<file path="src/hw/rtl/first_fit_slot_allocator_unit_assert.svh">
// Assertion macros shared by the RTL. They expand to nothing in synthesis.
`ifndef FIRST_FIT_SLOT_ALLOCATOR_UNIT_ASSERT_SVH
`define FIRST_FIT_SLOT_ALLOCATOR_UNIT_ASSERT_SVH

`ifndef SYNTHESIS

// Checks a property on every rising clock edge outside reset.
`define FFSA_ASSERT(label, clk, rst_n, prop, msg) \
  label: assert property (@(posedge clk) disable iff (!(rst_n)) (prop)) else $error(msg);

// Checks that the antecedent implies the consequent in the same cycle.
`define FFSA_ASSERT_IMPL(label, clk, rst_n, ante, cons, msg) \
  label: assert property (@(posedge clk) disable iff (!(rst_n)) (ante) |-> (cons)) \
    else $error(msg);

`else

`define FFSA_ASSERT(label, clk, rst_n, prop, msg)
`define FFSA_ASSERT_IMPL(label, clk, rst_n, ante, cons, msg)

`endif

`endif

</file>
<file path="src/hw/rtl/ffsa_pkg.sv">
`timescale 1ns / 1ps

package ffsa_pkg;

  localparam int unsigned MemWords    = 128;
  localparam int unsigned HandleCount = 32;

  localparam int unsigned SlotIdxW   = $clog2(MemWords);
  localparam int unsigned AddrW      = $clog2(MemWords + 1);
  localparam int unsigned HandleIdxW = $clog2(HandleCount);

  localparam int unsigned OpW     = 2;
  localparam int unsigned HandleW = 5;
  localparam int unsigned SizeW   = 8;
  localparam int unsigned StatusW = 2;
  localparam int unsigned OutAddrW = 8;

  localparam logic [OpW-1:0] OpAlloc   = 2'd0;
  localparam logic [OpW-1:0] OpLookup  = 2'd1;
  localparam logic [OpW-1:0] OpRelease = 2'd2;

  localparam logic [StatusW-1:0] StOk     = 2'd0;
  localparam logic [StatusW-1:0] StTaken  = 2'd1;
  localparam logic [StatusW-1:0] StNoRoom = 2'd2;
  localparam logic [StatusW-1:0] StAbsent = 2'd3;

  // One write into the slot occupancy map.
  typedef struct packed {
    logic                en;
    logic [SlotIdxW-1:0] idx;
    logic                val;
  } slot_wr_t;

  // One update of the handle table: set installs an entry, clr drops it.
  typedef struct packed {
    logic                  set;
    logic                  clr;
    logic [HandleIdxW-1:0] idx;
    logic [AddrW-1:0]      base;
    logic [AddrW-1:0]      limit;
  } tbl_wr_t;

endpackage

</file>
<file path="src/hw/rtl/ffsa_slot_map.sv">
`timescale 1ns / 1ps

// Occupancy bit per data word, cleared by reset, one registered read port and
// one write port. The read data for an index shows up in the cycle after the
// index is presented.
module ffsa_slot_map
  import ffsa_pkg::*;
(
  input  logic                clk_i,
  input  logic                rst_ni,
  input  logic [SlotIdxW-1:0] rd_idx_i,
  output logic                used_o,
  input  slot_wr_t            wr_i
);

  logic [MemWords-1:0] used_q;
  logic                used_rd_q;

  always_ff @(posedge clk_i or negedge rst_ni) begin
    if (!rst_ni) begin
      used_q    <= '0;
      used_rd_q <= 1'b0;
    end else begin
      if (wr_i.en) begin
        used_q[wr_i.idx] <= wr_i.val;
      end
      used_rd_q <= used_q[rd_idx_i];
    end
  end

  assign used_o = used_rd_q;

endmodule

</file>
<file path="src/hw/rtl/ffsa_handle_table.sv">
`timescale 1ns / 1ps

// Per-handle valid flags and a memory of run bounds with a registered read.
module ffsa_handle_table
  import ffsa_pkg::*;
(
  input  logic                  clk_i,
  input  logic                  rst_ni,
  input  logic [HandleIdxW-1:0] rd_idx_i,
  output logic                  rd_valid_o,
  output logic [AddrW-1:0]      rd_base_o,
  output logic [AddrW-1:0]      rd_limit_o,
  input  tbl_wr_t               wr_i
);

  logic [HandleCount-1:0] valid_q;
  logic [AddrW-1:0]       base_mem [HandleCount];
  logic [AddrW-1:0]       limit_mem [HandleCount];
  logic                   rd_valid_q;
  logic [AddrW-1:0]       rd_base_q;
  logic [AddrW-1:0]       rd_limit_q;

  always_ff @(posedge clk_i or negedge rst_ni) begin
    if (!rst_ni) begin
      valid_q    <= '0;
      rd_valid_q <= 1'b0;
    end else begin
      if (wr_i.set) begin
        valid_q[wr_i.idx] <= 1'b1;
      end else if (wr_i.clr) begin
        valid_q[wr_i.idx] <= 1'b0;
      end
      rd_valid_q <= valid_q[rd_idx_i];
    end
  end

  always_ff @(posedge clk_i) begin
    if (wr_i.set) begin
      base_mem[wr_i.idx]  <= wr_i.base;
      limit_mem[wr_i.idx] <= wr_i.limit;
    end
    rd_base_q  <= base_mem[rd_idx_i];
    rd_limit_q <= limit_mem[rd_idx_i];
  end

  assign rd_valid_o = rd_valid_q;
  assign rd_base_o  = rd_base_q;
  assign rd_limit_o = rd_limit_q;

endmodule

</file>
<file path="src/hw/rtl/first_fit_slot_allocator_unit.sv">
// First-fit allocator for contiguous runs of a 128-word data memory, tracked
// under 32 numeric handles. Each transaction on the input channel (allocate,
// look up, release) gives exactly one transaction on the output channel with a
// status and the run bounds (zero bounds on any error). The block works on one
// transaction at a time: in_ready_o is high only while the sequencer is idle.
// A lookup, an allocate refused before the search (taken handle, zero or
// oversized request) and an unknown operation go from the table read straight
// to the result. A release first frees the words of the run one per cycle. An
// allocate first runs the first-fit search, which walks the occupancy map one
// word per cycle from address 0 until a long enough free run ends (at most 128
// words), and then marks the claimed words one per cycle. An allocate that
// finds no room scans all 128 words. The search and the marking pass run one
// after the other under the same sequencer. The next transaction may be
// accepted while the previous result still waits for out_ready_i; the
// sequencer only stalls before loading a new result.
`timescale 1ns / 1ps

`include "first_fit_slot_allocator_unit_assert.svh"

module first_fit_slot_allocator_unit
  import ffsa_pkg::*;
(
  input  logic                clk_i,
  input  logic                rst_ni,
  input  logic                in_valid_i,
  output logic                in_ready_o,
  input  logic [OpW-1:0]      operation_i,
  input  logic [HandleW-1:0]  handle_i,
  input  logic [SizeW-1:0]    run_size_i,
  output logic                out_valid_o,
  input  logic                out_ready_i,
  output logic [StatusW-1:0]  status_o,
  output logic [OutAddrW-1:0] base_address_o,
  output logic [OutAddrW-1:0] limit_address_o
);

  // Sequencer states.
  localparam logic [2:0] S_IDLE = 3'd0;
  localparam logic [2:0] S_READ = 3'd1;
  localparam logic [2:0] S_SCAN = 3'd2;
  localparam logic [2:0] S_FILL = 3'd3;
  localparam logic [2:0] S_DONE = 3'd4;

  logic [2:0]          state_q, state_d;
  logic                out_valid_q, out_valid_d;

  // Transaction being worked on.
  logic [OpW-1:0]      op_q;
  logic [HandleW-1:0]  handle_q;
  logic [SizeW-1:0]    size_q;

  // Address counters for the search and the mark/free pass.
  logic [SlotIdxW-1:0] scan_q, scan_d;
  logic [AddrW-1:0]    run_q, run_d;
  logic [AddrW-1:0]    ptr_q, ptr_d;
  logic [AddrW-1:0]    lim_q, lim_d;
  logic                fill_set_q, fill_set_d;

  // Result waiting to be moved into the output register.
  logic [StatusW-1:0]  res_status_q, res_status_d;
  logic [AddrW-1:0]    res_base_q, res_base_d;
  logic [AddrW-1:0]    res_limit_q, res_limit_d;

  logic [StatusW-1:0]  out_status_q, out_status_d;
  logic [AddrW-1:0]    out_base_q, out_base_d;
  logic [AddrW-1:0]    out_limit_q, out_limit_d;

  logic                accept;
  logic                handle_in_range;
  logic                slot_used;
  logic                tbl_valid;
  logic [AddrW-1:0]    tbl_base;
  logic [AddrW-1:0]    tbl_limit;
  logic [AddrW-1:0]    run_inc;
  logic [AddrW-1:0]    run_start;
  logic [AddrW-1:0]    size_addr;
  slot_wr_t            slot_wr;
  tbl_wr_t             tbl_wr;

  // The map read is registered, so it is addressed with the next search
  // address; the bit for scan_q is then ready in the cycle scan_q holds it.
  ffsa_slot_map u_slot_map (
    .clk_i    (clk_i),
    .rst_ni   (rst_ni),
    .rd_idx_i (scan_d),
    .used_o   (slot_used),
    .wr_i     (slot_wr)
  );

  // The table is read at the incoming handle so that the entry is ready in
  // the cycle right after the transaction is accepted.
  ffsa_handle_table u_handle_table (
    .clk_i      (clk_i),
    .rst_ni     (rst_ni),
    .rd_idx_i   (HandleIdxW'(handle_i)),
    .rd_valid_o (tbl_valid),
    .rd_base_o  (tbl_base),
    .rd_limit_o (tbl_limit),
    .wr_i       (tbl_wr)
  );

  assign in_ready_o      = (state_q == S_IDLE);
  assign accept          = in_valid_i && in_ready_o;
  assign handle_in_range = (32'(handle_q) < HandleCount);
  assign size_addr       = AddrW'(size_q);
  assign run_inc         = run_q + AddrW'(1);
  // Start of the free run that ends at the current search address.
  assign run_start       = AddrW'(scan_q) - run_q;

  always_comb begin
    state_d      = state_q;
    out_valid_d  = out_valid_q && !out_ready_i;
    scan_d       = scan_q;
    run_d        = run_q;
    ptr_d        = ptr_q;
    lim_d        = lim_q;
    fill_set_d   = fill_set_q;
    res_status_d = res_status_q;
    res_base_d   = res_base_q;
    res_limit_d  = res_limit_q;
    out_status_d = out_status_q;
    out_base_d   = out_base_q;
    out_limit_d  = out_limit_q;
    slot_wr      = '0;
    tbl_wr       = '0;
    tbl_wr.idx   = HandleIdxW'(handle_q);
    tbl_wr.base  = res_base_q;
    tbl_wr.limit = res_limit_q;

    case (state_q)
      S_IDLE: begin
        if (accept) begin
          state_d = S_READ;
        end
      end

      S_READ: begin
        // Errors answer with zero bounds unless overwritten below.
        res_base_d  = '0;
        res_limit_d = '0;
        state_d     = S_DONE;
        case (op_q)
          OpAlloc: begin
            if (!handle_in_range || (size_q == '0)) begin
              res_status_d = StNoRoom;
            end else if (tbl_valid) begin
              res_status_d = StTaken;
            end else if (32'(size_q) > MemWords) begin
              res_status_d = StNoRoom;
            end else begin
              scan_d  = '0;
              run_d   = '0;
              state_d = S_SCAN;
            end
          end
          OpLookup, OpRelease: begin
            if (!handle_in_range || !tbl_valid) begin
              res_status_d = StAbsent;
            end else begin
              res_status_d = StOk;
              res_base_d   = tbl_base;
              res_limit_d  = tbl_limit;
              if (op_q == OpRelease) begin
                ptr_d      = tbl_base;
                lim_d      = tbl_limit;
                fill_set_d = 1'b0;
                state_d    = S_FILL;
              end
            end
          end
          default: begin
            res_status_d = StAbsent;
          end
        endcase
      end

      S_SCAN: begin
        if (!slot_used && (run_inc >= size_addr)) begin
          // Found the lowest-addressed run that is long enough.
          res_status_d = StOk;
          res_base_d   = run_start;
          res_limit_d  = run_start + size_addr;
          ptr_d        = run_start;
          lim_d        = run_start + size_addr;
          fill_set_d   = 1'b1;
          state_d      = S_FILL;
        end else if (scan_q == SlotIdxW'(MemWords - 1)) begin
          res_status_d = StNoRoom;
          state_d      = S_DONE;
        end else begin
          run_d  = slot_used ? '0 : run_inc;
          scan_d = scan_q + SlotIdxW'(1);
        end
      end

      S_FILL: begin
        if (ptr_q < lim_q) begin
          slot_wr.en  = 1'b1;
          slot_wr.idx = ptr_q[SlotIdxW-1:0];
          slot_wr.val = fill_set_q;
          ptr_d       = ptr_q + AddrW'(1);
        end else begin
          tbl_wr.set = fill_set_q;
          tbl_wr.clr = !fill_set_q;
          state_d    = S_DONE;
        end
      end

      S_DONE: begin
        if (!out_valid_q || out_ready_i) begin
          out_valid_d  = 1'b1;
          out_status_d = res_status_q;
          out_base_d   = res_base_q;
          out_limit_d  = res_limit_q;
          state_d      = S_IDLE;
        end
      end

      default: begin
        state_d = S_IDLE;
      end
    endcase
  end

  always_ff @(posedge clk_i or negedge rst_ni) begin
    if (!rst_ni) begin
      state_q     <= S_IDLE;
      out_valid_q <= 1'b0;
    end else begin
      state_q     <= state_d;
      out_valid_q <= out_valid_d;
    end
  end

  always_ff @(posedge clk_i) begin
    if (accept) begin
      op_q     <= operation_i;
      handle_q <= handle_i;
      size_q   <= run_size_i;
    end
    scan_q       <= scan_d;
    run_q        <= run_d;
    ptr_q        <= ptr_d;
    lim_q        <= lim_d;
    fill_set_q   <= fill_set_d;
    res_status_q <= res_status_d;
    res_base_q   <= res_base_d;
    res_limit_q  <= res_limit_d;
    out_status_q <= out_status_d;
    out_base_q   <= out_base_d;
    out_limit_q  <= out_limit_d;
  end

  assign out_valid_o     = out_valid_q;
  assign status_o        = out_status_q;
  assign base_address_o  = OutAddrW'(out_base_q);
  assign limit_address_o = OutAddrW'(out_limit_q);

  // A newly accepted transaction always goes to the table read first.
  `FFSA_ASSERT(a_accept_to_read, clk_i, rst_ni, accept |=> (state_q == S_READ),
    "accepted transaction did not enter the table read")
  // The occupancy map changes only during the mark/free pass.
  `FFSA_ASSERT_IMPL(a_slot_wr_in_fill, clk_i, rst_ni, slot_wr.en, (state_q == S_FILL),
    "slot map written outside the fill pass")
  // A table entry is installed only at the end of a successful allocation.
  `FFSA_ASSERT_IMPL(a_tbl_set_alloc, clk_i, rst_ni, tbl_wr.set,
    (state_q == S_FILL) && fill_set_q && (op_q == OpAlloc) && (res_status_q == StOk),
    "handle entry installed outside a successful allocation")
  // Every error result carries zero bounds.
  `FFSA_ASSERT_IMPL(a_err_zero_bounds, clk_i, rst_ni, out_valid_o && (status_o != StOk),
    (base_address_o == '0) && (limit_address_o == '0),
    "error result with nonzero bounds")

endmodule

</file>
<file path="config.mk">
export PLATFORM = sky130hd
export DESIGN_NAME = first_fit_slot_allocator_unit
export DESIGN_NICKNAME = d
export VERILOG_FILES = /design/src/hw/rtl/ffsa_pkg.sv /design/src/hw/rtl/ffsa_slot_map.sv /design/src/hw/rtl/ffsa_handle_table.sv /design/src/hw/rtl/first_fit_slot_allocator_unit.sv
export VERILOG_INCLUDE_DIRS = /design/src /design/src/hw/rtl
export SDC_FILE = /design/constraint.sdc
export NUM_CORES = 1
export LEC_CHECK = 0
export BUFFER_PORTS_ARGS = -buffer_cell sky130_fd_sc_hd__buf_2
export CAP_MARGIN = 15
export CELL_PAD_IN_SITES_DETAIL_PLACEMENT = 1
export CELL_PAD_IN_SITES_GLOBAL_PLACEMENT = 1
export CORE_ASPECT_RATIO = 1.25
export CORE_MARGIN = 2
export CORE_UTILIZATION = 59
export DETAILED_ROUTE_END_ITERATION = 6
export GPL_TIMING_DRIVEN = 0
export PLACE_DENSITY = 0.89
export SETUP_SLACK_MARGIN = 0.2
export SYNTH_ARGS = -nofsm -noshare
export SYNTH_HDL_FRONTEND = slang
export SYNTH_SLANG_ARGS = --single-unit
</file>
<file path="constraint.sdc">
create_clock -name clk_i -period 8.75 [get_ports clk_i]
set_clock_uncertainty 0.2 [all_clocks]
set_input_delay 1.75 -clock clk_i [delete_from_list [all_inputs] [get_ports clk_i]]
set_output_delay 1.75 -clock clk_i [all_outputs]
set_load 0.02 [all_outputs]
</file>
==> results.yml, run 1 <==
setup_path:
  rr_startpoint: "run_q[0]$_SDFFCE_PP0P_"
  cp_max_fo: 10
  cp-end-kind: "register"
  path_class: "register to register"
  cp-start-kind: "register"
  worst_ep_required_time_ps: 9040
  crit_path_end: "u_slot_map.used_o$_DFF_PN0_"
  crit_start: "run_q[0]$_SDFFCE_PP0P_"
  r2r_cells: 18
  rrSetupSlack_ps: 2800
  r2r-end: "u_slot_map.used_o$_DFF_PN0_"
  arrival_ps: 6240
route:
  drtIter0Drc: 2639
  wl_per_cell_um: 38.0
  drc: 0
  ant_nets: 0
  first_pass_iters: 6
  viasPerCell: 7.11
  vias: 21400
  routed_wl_um: 114000
synth:
  ys_seq_elements: 777
  synthesis.area_um2: 33100
  synth_common_cells: "588 x edfxtp_1, 170 x mux4_2, 166 x dfrtp_1"
  synthCells: 2035
  yosysSeqAreaShare_pct: 67.3
  yosysMostFrequentCell: "edfxtp_1"
  syn_avg_cell_area_um2: 16.3
  yosys_warnings: 0
  syn_nets: 2092
  synth.distinct_cells: 66
  synth.top_cell.area_share_pct: 53.3
  synth_top_flop_cell: "edfxtp_1"
  async_reset_ff_share_pct: 21.4
  synth-edff-count: 588
  synth_top_area_cell: "edfxtp_1"
  synth_area_leaders: "edfxtp_1 53%, dfrtp_1 13%, mux4_2 12%"
placement:
  numPortBuffers: 38
  gp_congestion: 0.961
  dpl-instance-area_um2: 34700
  hpwl_um: 68200
  placed_cells: 2844
global_route:
  grt_start_max_net_pins: 120
  grt_pass1_wl_um: 158000
  grt_usage_pct: 38.8
  antenna_found_initial: 10
  grt_pass1_vias: 22400
  grt-ovfl-total: 0
floorplan:
  core_area_um2: 55700
  start_util_pct: 59.4
  die_area_um2: 58000
  die-height_um: 269
  num_rows: 97
  die-width_um: 216
  io_pins: 39
worst_hold_path:
  hold_path.class: "register to register"
  hold_depth: 0
timing:
  min_period_ps: 5950
  min_period_over_period_pct: 68.0
  clock.fmax_mhz: 168
  max_slew_margin_pct: 16.8
  rsz0062_at_grt: "no"
  tightest_slew_ps: 1250
  final-hold-violation-count: 0
  finalMaxSlewViolations: 0
  setup_viol: 0
  setup_tns_ps: 0
pwr:
  irDropWorstVdd_v: 0.000246
  power_density_nw_per_um2: 274
  leakagePower_nw: 13.4
finish:
  fin_area_um2: 37800
  final_util_pct: 67.8
  syn_to_final_growth_pct: 14.1
  fill_cells: 4712
  layout.nets: 2256
  instances_no_fill: 3005
  drive_gt1_share_pct: 22.6
clock_tree:
  cts_setup_buffers: 0
  numCtsBuffers: 75
  clkTransAtPathRegs_ps: 70
  root_buffer: "clkbuf_16"
  h-tree-depth: 3
  cts_buffer_depth: 3
  holdBufCountCts: 0
  cts_tree: "done"
  clock-sinks: 777
  clock_latency_ps: 690
  cts_resized: 0
run:
  drv_cap: 0
run_status:
  status: "finished, final reports clean"
[layout by cell type, fill, tap and decap left out, drive strengths merged, types with 48 or more instances in the layout]
cell | netlist | final
nand2 | 130 | 130
clkbuf | 110 | 196
dfrtp | 166 | 166
inv | 44 | 48
edfxtp | 588 | 588
mux2 | 102 | 102
o21ai | 123 | 123
nor2 | 89 | 89
mux4 | 170 | 170
mux2i | 76 | 76
o31ai | 77 | 77
buf | 25 | 112
[critical path, cell delays in order (launching register included)]
cell	delay (ps)
edfxtp_1	510
ha_1	250
nand3_1	130
nor3_1	190
xnor2_1	210
ha_1	300
nand3b_1	150
o22ai_1	200
nor3_2	220
nand2_1	210
a21oi_1	190
a21o_1	350
inv_2	240
clkbuf_1	390
a2111oi_0	920
a2111oi_0	170
a211oi_1	260
a211oi_1	100
or4_1	540
[sequential cells by signal (all words and copies together), names as in the netlist, 2 cells and up, named ones only]
register                   count
limit_address_o                8
state_q                        3
op_q                           2
u_slot_map.used_q            128
size_addr                      8
ptr_q                          8
handle_q                       5
u_handle_table.limit_mem     256
lim_q                          8
scan_q                         7
res_base_q                     8
base_address_o                 8
res_limit_q                    8
u_handle_table.rd_base_o       8
run_q                          8
u_handle_table.base_mem      256
res_status_q                   2
u_handle_table.rd_limit_o      8
status_o                       2
[how the worst min path moves through the flow]
stage / from / to / slack, ps
floorplan: res_status_q[0]$_SDFFCE_PP0P_ / status_o[0]$_DFFE_PP_ / 200
global placement: res_status_q[0]$_SDFFCE_PP0P_ / status_o[0]$_DFFE_PP_ / 210
detailed placement: res_status_q[0]$_SDFFCE_PP0P_ / status_o[0]$_DFFE_PP_ / 220
CTS: res_status_q[1]$_DFFE_PP_ / status_o[1]$_DFFE_PP_ / 240
global route: res_status_q[1]$_DFFE_PP_ / status_o[1]$_DFFE_PP_ / 250
finish: res_status_q[1]$_DFFE_PP_ / status_o[1]$_DFFE_PP_ / 250
[power by group]
part,leakage (nW),internal (mW),switching [mW],total [mW]
Combinational,4.33,0.695,1.38,2.08
Clock,1.23,1.88,1.59,3.46
Sequential,7.84,4.49,0.330,4.82
[cell type report]
cell class                 count  area (µm²)  area share [%]
antenna                        2        5.00          0.0133
buffer                       135         579            1.53
clock buffer                  86        1950            5.16
clock inverter                53         599            1.59
inverter                      45         171           0.454
multi-input combinational   1078       10200            26.9
sequential                   777       22300            59.0
tap                          742         928            2.46
timing repair buffer          87        1100            2.92
[cell families (layout without fill, tap and decap cells)]
logic type                 after synthesis  after routing  share of synthesized area (%)
muxes                                  348            348                           17.3
AOI/OAI and AO/OA                      281            281                           5.39
and+or+nand+nor                        387            387                           5.61
buffers and inverters                  180            406                           2.27
other                                    0              2                              0
xor gates and xnor gates                24             24                          0.635
adders and majority gates               38             38                           1.48
DFF                                    777            777                           67.3
[metal layers]
layer	wire length [µm]	global-route usage [%]	vias to the layer above
met5	54	0	-
li1	-	-	8296
met2	56200	64.2	1662
met4	10100	29.4	8
met3	10300	8.03	490
met1	37500	45.0	10900
[metrics by stage]
step	power, mW	hold slack (ps)	setup slack [ps]
after floorplan	5.76	200	4150
after CTS	10.0	237	3120
after global routing	10.5	247	2480
after detailed placement	6.61	221	2480
final	10.4	248	2800
after global placement	6.45	207	2590
No activity file was read; power rests on OpenSTA's default activity.
==> inputs of run 2 (changes only) <==
--- a/config.mk
+++ b/config.mk
@@ -12,10 +12,10 @@
 export CELL_PAD_IN_SITES_GLOBAL_PLACEMENT = 1
 export CORE_ASPECT_RATIO = 1.25
 export CORE_MARGIN = 2
-export CORE_UTILIZATION = 59
+export CORE_UTILIZATION = 54
 export DETAILED_ROUTE_END_ITERATION = 6
 export GPL_TIMING_DRIVEN = 0
-export PLACE_DENSITY = 0.89
+export PLACE_DENSITY = 0.83
 export SETUP_SLACK_MARGIN = 0.2
 export SYNTH_ARGS = -nofsm -noshare
 export SYNTH_HDL_FRONTEND = slang
==> constraint.sdc (replaced) <==
create_clock -name clk_i -period 5.59 [get_ports clk_i]
set_clock_uncertainty 0.2 [all_clocks]
set_input_delay 1.118 -clock clk_i [delete_from_list [all_inputs] [get_ports clk_i]]
set_output_delay 1.118 -clock clk_i [all_outputs]
set_load 0.02 [all_outputs]
==> run 2 against run 1 <==
- cell area rose by 0.88%
- sequential power increased by 54%
- via count fell by 2.1%
- wire length down 7.6%
- flip-flop and latch count did not move
- maximum frequency grew 15%
- hold slack worse by 31 ps
- power increased by 55%
- combinational power up 52%
- first-iteration DRC count fell by 3.0%
==> results.yml, run 2 (synthesis gave the netlist of run 1 again) <==
pwr:
  pwr-share-seq_pct: 46.2
  p_sw_share_pct: 29.6
  pwr-share-comb_pct: 19.7
  clkPwrFrac_pct: 34.1
  irDropWorstVdd_v: 0.000393
  leakagePower_nw: 13.5
  p_int_mw: 11.3
  power_density_nw_per_um2: 421
  p_sw_mw: 4.75
  total_power_mw: 16.1
timing:
  min_period_ps: 5160
  final-hold-violation-count: 0
  finalMaxSlewViolations: 0
  rsz0062_at_grt: "no"
  whs_ps: 217
  tightest_slew_ps: 1220
  max_slew_margin_pct: 18.8
  setup_viol: 0
  min_period_over_period_pct: 92.3
  setup_tns_ps: 0
  clock.fmax_mhz: 194
clock_tree:
  cts_tree: "done"
  root_buffer: "clkbuf_16"
  clkTransAtPathRegs_ps: 60
  clock_latency_ps: 640
  numCtsBuffers: 77
  clock-sinks: 777
  cts_buffer_depth: 3
  h-tree-depth: 3
  holdBufCountCts: 0
finish:
  antenna_cells: 0
  mostFrequentLayoutCells: "588 x edfxtp_1, 170 x mux4_2, 166 x dfrtp_1"
  layout.nets: 2263
  syn_to_final_growth_pct: 15.1
  fill_cells: 5346
  reg.largest.list: "u_handle_table.base_mem: 256 flops, u_handle_table.limit_mem: 256 flops, u_slot_map.used_q: 128 flops"
  final_common_cell: "edfxtp_1"
  drive_gt1_share_pct: 23.2
placement:
  gp_congestion: 0.945
  hpwl_um: 66300
  numPortBuffers: 38
run_status:
  status: "finished, final reports clean"
setup_path:
  rr_startpoint: "run_q[0]$_SDFFCE_PP0P_"
  cp-end-kind: "register"
  rrSetupSlack_ps: 430
  r2r_cells: 16
  path_class: "register to register"
  cp-start-kind: "register"
  cp_max_fo: 10
  r2r-end: "u_slot_map.used_o$_DFF_PN0_"
  worst_ep_required_time_ps: 5850
  arrival_ps: 5420
floorplan:
  start_util_pct: 54.6
  die-height_um: 281
  core_area_um2: 60700
  die_area_um2: 63300
  io_pins: 39
  die-width_um: 225
  num_rows: 101
global_route:
  grt-ovfl-total: 0
  antenna_found_initial: 1
  grt_start_max_net_pins: 106
  grt_pass1_vias: 21700
  grt_usage_pct: 33.0
  grt_pass1_wl_um: 149000
route:
  drtIter0Drc: 2561
  ant_nets: 0
  routed_wl_um: 106000
  wl_per_cell_um: 34.7
  viasPerCell: 6.88
  first_pass_iters: 6
  drc: 0
  vias: 20900
worst_hold_path:
  hold_path.class: "input pin to async pin"
run:
  drv_cap: 0
[run 2: worst max path at each step]
stage	startpoint	endpoint	slack [ps]
finish	run_q[0]$_SDFFCE_PP0P_	u_slot_map.used_o$_DFF_PN0_	430
detailed placement	handle_i[0]	u_handle_table.rd_limit_o[1]$_DFF_P_	180
CTS	run_q[0]$_SDFFCE_PP0P_	u_slot_map.used_o$_DFF_PN0_	240
floorplan	run_q[0]$_SDFFCE_PP0P_	u_slot_map.used_o$_DFF_PN0_	1380
global placement	run_q[0]$_SDFFCE_PP0P_	u_slot_map.used_o$_DFF_PN0_	-70
global route	run_q[0]$_SDFFCE_PP0P_	u_slot_map.used_o$_DFF_PN0_	190
[run 2: stage by stage]
stage	worst slack (ps)	cell area, µm²	std cells	util, %
5_1_grt	191	38100	3041	62.8
2_1_floorplan	1380	33100	2035	-
4_1_cts	239	37600	3020	62.0
3_3_place_gp	-72.2	34300	2845	56.5
3_5_place_dp	177	35000	2878	57.7
6_report	429	38100	3041	62.8
[run 2: worst max-delay path, cell delays in order, from the launching register on]
cell	delay, ps
edfxtp_1	440
ha_1	220
nand3_1	130
nor3_1	220
xnor2_1	180
ha_1	270
nand3b_1	160
o22ai_2	150
nor3_2	210
nand2_1	240
o31ai_4	630
clkbuf_1	670
nand4_1	170
a41oi_1	230
o21ai_0	100
and3_1	160
or4_1	600
[run 2: metal layers]
| metal | share of wire (%) | up-vias | track usage [%] | wire [µm] |
|---|---|---|---|---|
| li1 | - | 8328 | - | - |
| met1 | 35 | 10900 | 39.8 | 37000 |
| met3 | 7.5 | 353 | 5.07 | 7900 |
| met4 | 6.9 | 2 | 20.4 | 7310 |
| met5 | 0.014 | - | 0 | 15 |
| met2 | 51 | 1364 | 56.0 | 53400 |
[run 2: power groups by stage]
stage               sequential, mW  clock (mW)  combinational, mW
finish                        7.41        5.48               3.16
global route                  7.42        5.68               3.33
floorplan                     7.53           0               1.49
global placement              7.82           0               2.19
CTS                           7.79        5.48               2.39
detailed placement            7.90           0               2.34
[run 2: timing repair]
action,in CTS,in global routing
gates resized for setup,0,10
setup endpoints to repair,0,1
setup buffers,0,2
[run 2: cell type report]
type	count	area (µm²)	share of cell area (%)
Clock inverter	41	477	1.25
Clock buffer	101	2140	5.62
Buffer	135	584	1.53
Tap cell	772	966	2.54
Timing Repair Buffer	92	1310	3.43
Inverter	45	171	0.450
Multi-Input combinational cell	1078	10200	26.7
Sequential cell	777	22300	58.5
==> inputs of run 3 (changes only) <==
--- a/config.mk
+++ b/config.mk
@@ -7,7 +7,6 @@
 export NUM_CORES = 1
 export LEC_CHECK = 0
 export BUFFER_PORTS_ARGS = -buffer_cell sky130_fd_sc_hd__buf_2
-export CAP_MARGIN = 15
 export CELL_PAD_IN_SITES_DETAIL_PLACEMENT = 1
 export CELL_PAD_IN_SITES_GLOBAL_PLACEMENT = 1
 export CORE_ASPECT_RATIO = 1.25
@@ -15,8 +14,9 @@
 export CORE_UTILIZATION = 54
 export DETAILED_ROUTE_END_ITERATION = 6
 export GPL_TIMING_DRIVEN = 0
-export PLACE_DENSITY = 0.83
+export PLACE_DENSITY = 0.84
 export SETUP_SLACK_MARGIN = 0.2
 export SYNTH_ARGS = -nofsm -noshare
 export SYNTH_HDL_FRONTEND = slang
+export SYNTH_HIERARCHICAL = 1
 export SYNTH_SLANG_ARGS = --single-unit
==> run 3 against run 2 <==
- the run now ends with max-capacitance violations, max-slew violations left
- clock power decreased by 4.4%
- combinational power shrank 3%
- area after synthesis grew 1.8%
- critical path depth rose by 1
- cell area grew 0.31%
- sequential share of layout area down 0.18 points
- setup slack lost 84 ps
- via count grew 3.9%
- synthesized cell count up 15%
- wire length decreased by 2.8%
- maximum frequency down 1.6%
- critical path type unchanged
==> results.yml, run 3 <==
clock_tree:
  clkTransAtPathRegs_ps: 70
  numCtsBuffers: 77
  h-tree-depth: 3
  root_buffer: "clkbuf_16"
  clock-sinks: 777
  cts_buffer_depth: 3
  clock_latency_ps: 640
  holdBufCountCts: 0
  cts_tree: "done"
placement:
  hpwl_um: 66500
  numPortBuffers: 38
  placed_cells: 3225
  gp_congestion: 0.923
synth:
  syn_avg_cell_area_um2: 14.4
  ys_seq_elements: 777
  synthCells: 2339
  async_reset_ff_share_pct: 21.4
  synthesis.area_um2: 33700
  syn_nets: 2396
  synth_top_flop_cell: "edfxtp_1"
  synth.distinct_cells: 74
  synth_common_cells: "588 x edfxtp_1, 284 x mux2i_1, 199 x nand2_1"
  synth_top_area_cell: "edfxtp_1"
  yosys_warnings: 6
  yosysSeqAreaShare_pct: 66.1
  synth-edff-count: 588
  synth_area_leaders: "edfxtp_1 52%, dfrtp_1 12%, mux2i_1 8.4%"
  synth.top_cell.area_share_pct: 52.4
  yosysMostFrequentCell: "edfxtp_1"
route:
  routed_wl_um: 103000
  ant_nets: 0
  viasPerCell: 6.43
  first_pass_iters: 5
  wl_per_cell_um: 30.4
  vias: 21700
  drtIter0Drc: 2046
  drc: 0
setup_path:
  crit_family: "simple AND/OR/NAND/NOR gates"
  cp-start-kind: "register"
  critPathBufInv: 2
  cp_max_fo: 10
  rrSetupSlack_ps: 350
  worst_ep_required_time_ps: 5830
  path_class: "register to register"
  crit_chain: "and3_1 > nand3_1 > nor3_1 > xor2_1 > ha_1 > and3_1 > a221oi_4 > a2bb2oi_4 > nand3_1 > mux2i_4 > buf_4 > buf_2 > mux4_2 > mux2i_1 > mux2i_1 > a31oi_1 > nand4_1"
  cp-end-kind: "register"
  arrival_ps: 5480
  crit_slowest_cell: "edfxtp_1"
  critPathMaxStageDelay_ps: 470
finish:
  layout.nets: 2544
  seq_area_um2: 22300
  instances_no_fill: 3380
  reg.largest.list: "u_handle_table/base_mem: 256 flops, u_handle_table/limit_mem: 256 flops, u_slot_map/used_q: 128 flops"
  final_common_cell: "edfxtp_1"
  mostFrequentLayoutCells: "588 x edfxtp_1, 283 x mux2i_1, 199 x nand2_1"
  multi_input_area_um2: 10700
  antenna_cells: 0
  drive_gt1_share_pct: 17.7
  fill_cells: 5753
  syn_to_final_growth_pct: 13.3
worst_hold_path:
  hold_path.class: "input pin to async pin"
pwr:
  pwr-share-seq_pct: 48.3
  leakagePower_nw: 14.6
  pwr-share-comb_pct: 19.2
  p_int_mw: 11.2
  p_sw_mw: 4.89
  power_density_nw_per_um2: 421
  irDropWorstVdd_v: 0.000390
  clkPwrFrac_pct: 32.6
  total_power_mw: 16.1
  p_sw_share_pct: 30.4
timing:
  rsz0062_at_grt: "no"
  min_period_over_period_pct: 93.8
  setup_tns_ps: 0
  setup_viol: 0
  final-hold-violation-count: 0
  finalMaxSlewViolations: 34
  clock.fmax_mhz: 191
  max_slew_margin_pct: -1.54
  min_period_ps: 5240
  tightest_slew_ps: 1520
floorplan:
  die_area_um2: 64500
  num_rows: 102
  io_pins: 39
  core_area_um2: 61900
  die-height_um: 283
  die-width_um: 227
  start_util_pct: 54.5
run_status:
  violations: "max-capacitance violations, max-slew violations"
  status: "finished with violations"
run:
  drv_cap: 1
global_route:
  grt_start_max_net_pins: 130
  grt-ovfl-total: 0
  grt_pass1_wl_um: 150000
  grt_usage_pct: 31.9
  antenna_found_initial: 1
  grt_pass1_vias: 23600
## run 3: per-stage QoR
| stage | hold WS [ps] | instance area [µm²] | worst slack (ps) | util [%] |
|---|---|---|---|---|
| 5_1_grt | 167 | 38200 | 225 | 61.7 |
| 6_report | 158 | 38200 | 346 | 61.7 |
| 3_3_place_gp | 267 | 34900 | -835 | 56.5 |
| 4_1_cts | 151 | 37800 | 225 | 61.1 |
| 2_1_floorplan | 200 | 33700 | 1020 | - |
| 3_5_place_dp | 265 | 35200 | -1190 | 56.9 |
## run 3: what timing repair did
item | 4_1_cts | 5_1_grt
resized for setup | 13 | 11
pin swaps | 0 | 1
setup endpoints to repair | 1 | 1
buffers inserted | 2 | 2
## run 3: cell families (layout without fill, tap and decap cells)
family | after synthesis | in the layout | synth area share, %
buf+inv | 178 | 387 | 2.78
xor+xnor | 17 | 17 | 0.442
compound gates | 330 | 330 | 6.51
mux | 445 | 445 | 15.0
fa+ha+maj | 38 | 38 | 1.45
flops | 777 | 777 | 66.1
simple gates | 554 | 554 | 7.76
## run 3: worst register-to-register path: stages, from the launching register on
cell and delay [ps]:
edfxtp_1 470, and3_1 190, nand3_1 140, nor3_1 230, xor2_1 250, ha_1 320, and3_1 240, a221oi_4 440
a2bb2oi_4 210, nand3_1 160, mux2i_4 340, buf_4 290, buf_2 350, mux4_2 370, mux2i_1 190, mux2i_1 170
a31oi_1 270, nand4_1 230
## run 3: cell type report
class,instances,area share [%]
plain buffers,142,2.14
repair buffers,69,2.02
inverters,36,0.354
clock inverters,34,1.05
clock buffers,106,5.48
multi-input cells,1384,28.0
flip-flops and latches,777,58.3
well taps,832,2.72
## run 3: metal layers
layer / routed length (µm) / vias to the layer above / global-route usage (%)
li1: - / 9166 / -
met1: 36700 / 11200 / 36.7
met2: 52600 / 1028 / 54.8
met3: 6630 / 344 / 5.59
met4: 6760 / 0 / 20.1
met5: 0 / - / 0
## run 3: path summary, 6_finish.rpt
kind                                            from                           endpoint  depth (start not counted)
max in group asynchronous                     rst_ni  u_slot_map/used_q[56]$_DFFE_PN0P_                          2
min                                           rst_ni             state_q[2]$_DFFE_PN0P_                          1
max                           run_q[0]$_SDFFCE_PP0P_        u_slot_map/used_o$_DFF_PN0_                         17
max reg2reg                   run_q[0]$_SDFFCE_PP0P_        u_slot_map/used_o$_DFF_PN0_                         17
min in group clk_i         res_status_q[1]$_DFFE_PP_              status_o[1]$_DFFE_PP_                          0
min reg2reg                res_status_q[1]$_DFFE_PP_              status_o[1]$_DFFE_PP_                          0
## run 3: power groups by stage
stage	logic, mW	registers (mW)	clock network (mW)
floorplan	1.41	7.64	0
global placement	2.05	8.14	0
detailed placement	2.39	8.12	0
CTS	2.46	8.01	5.29
global route	3.24	7.80	5.50
finish	3.08	7.77	5.24
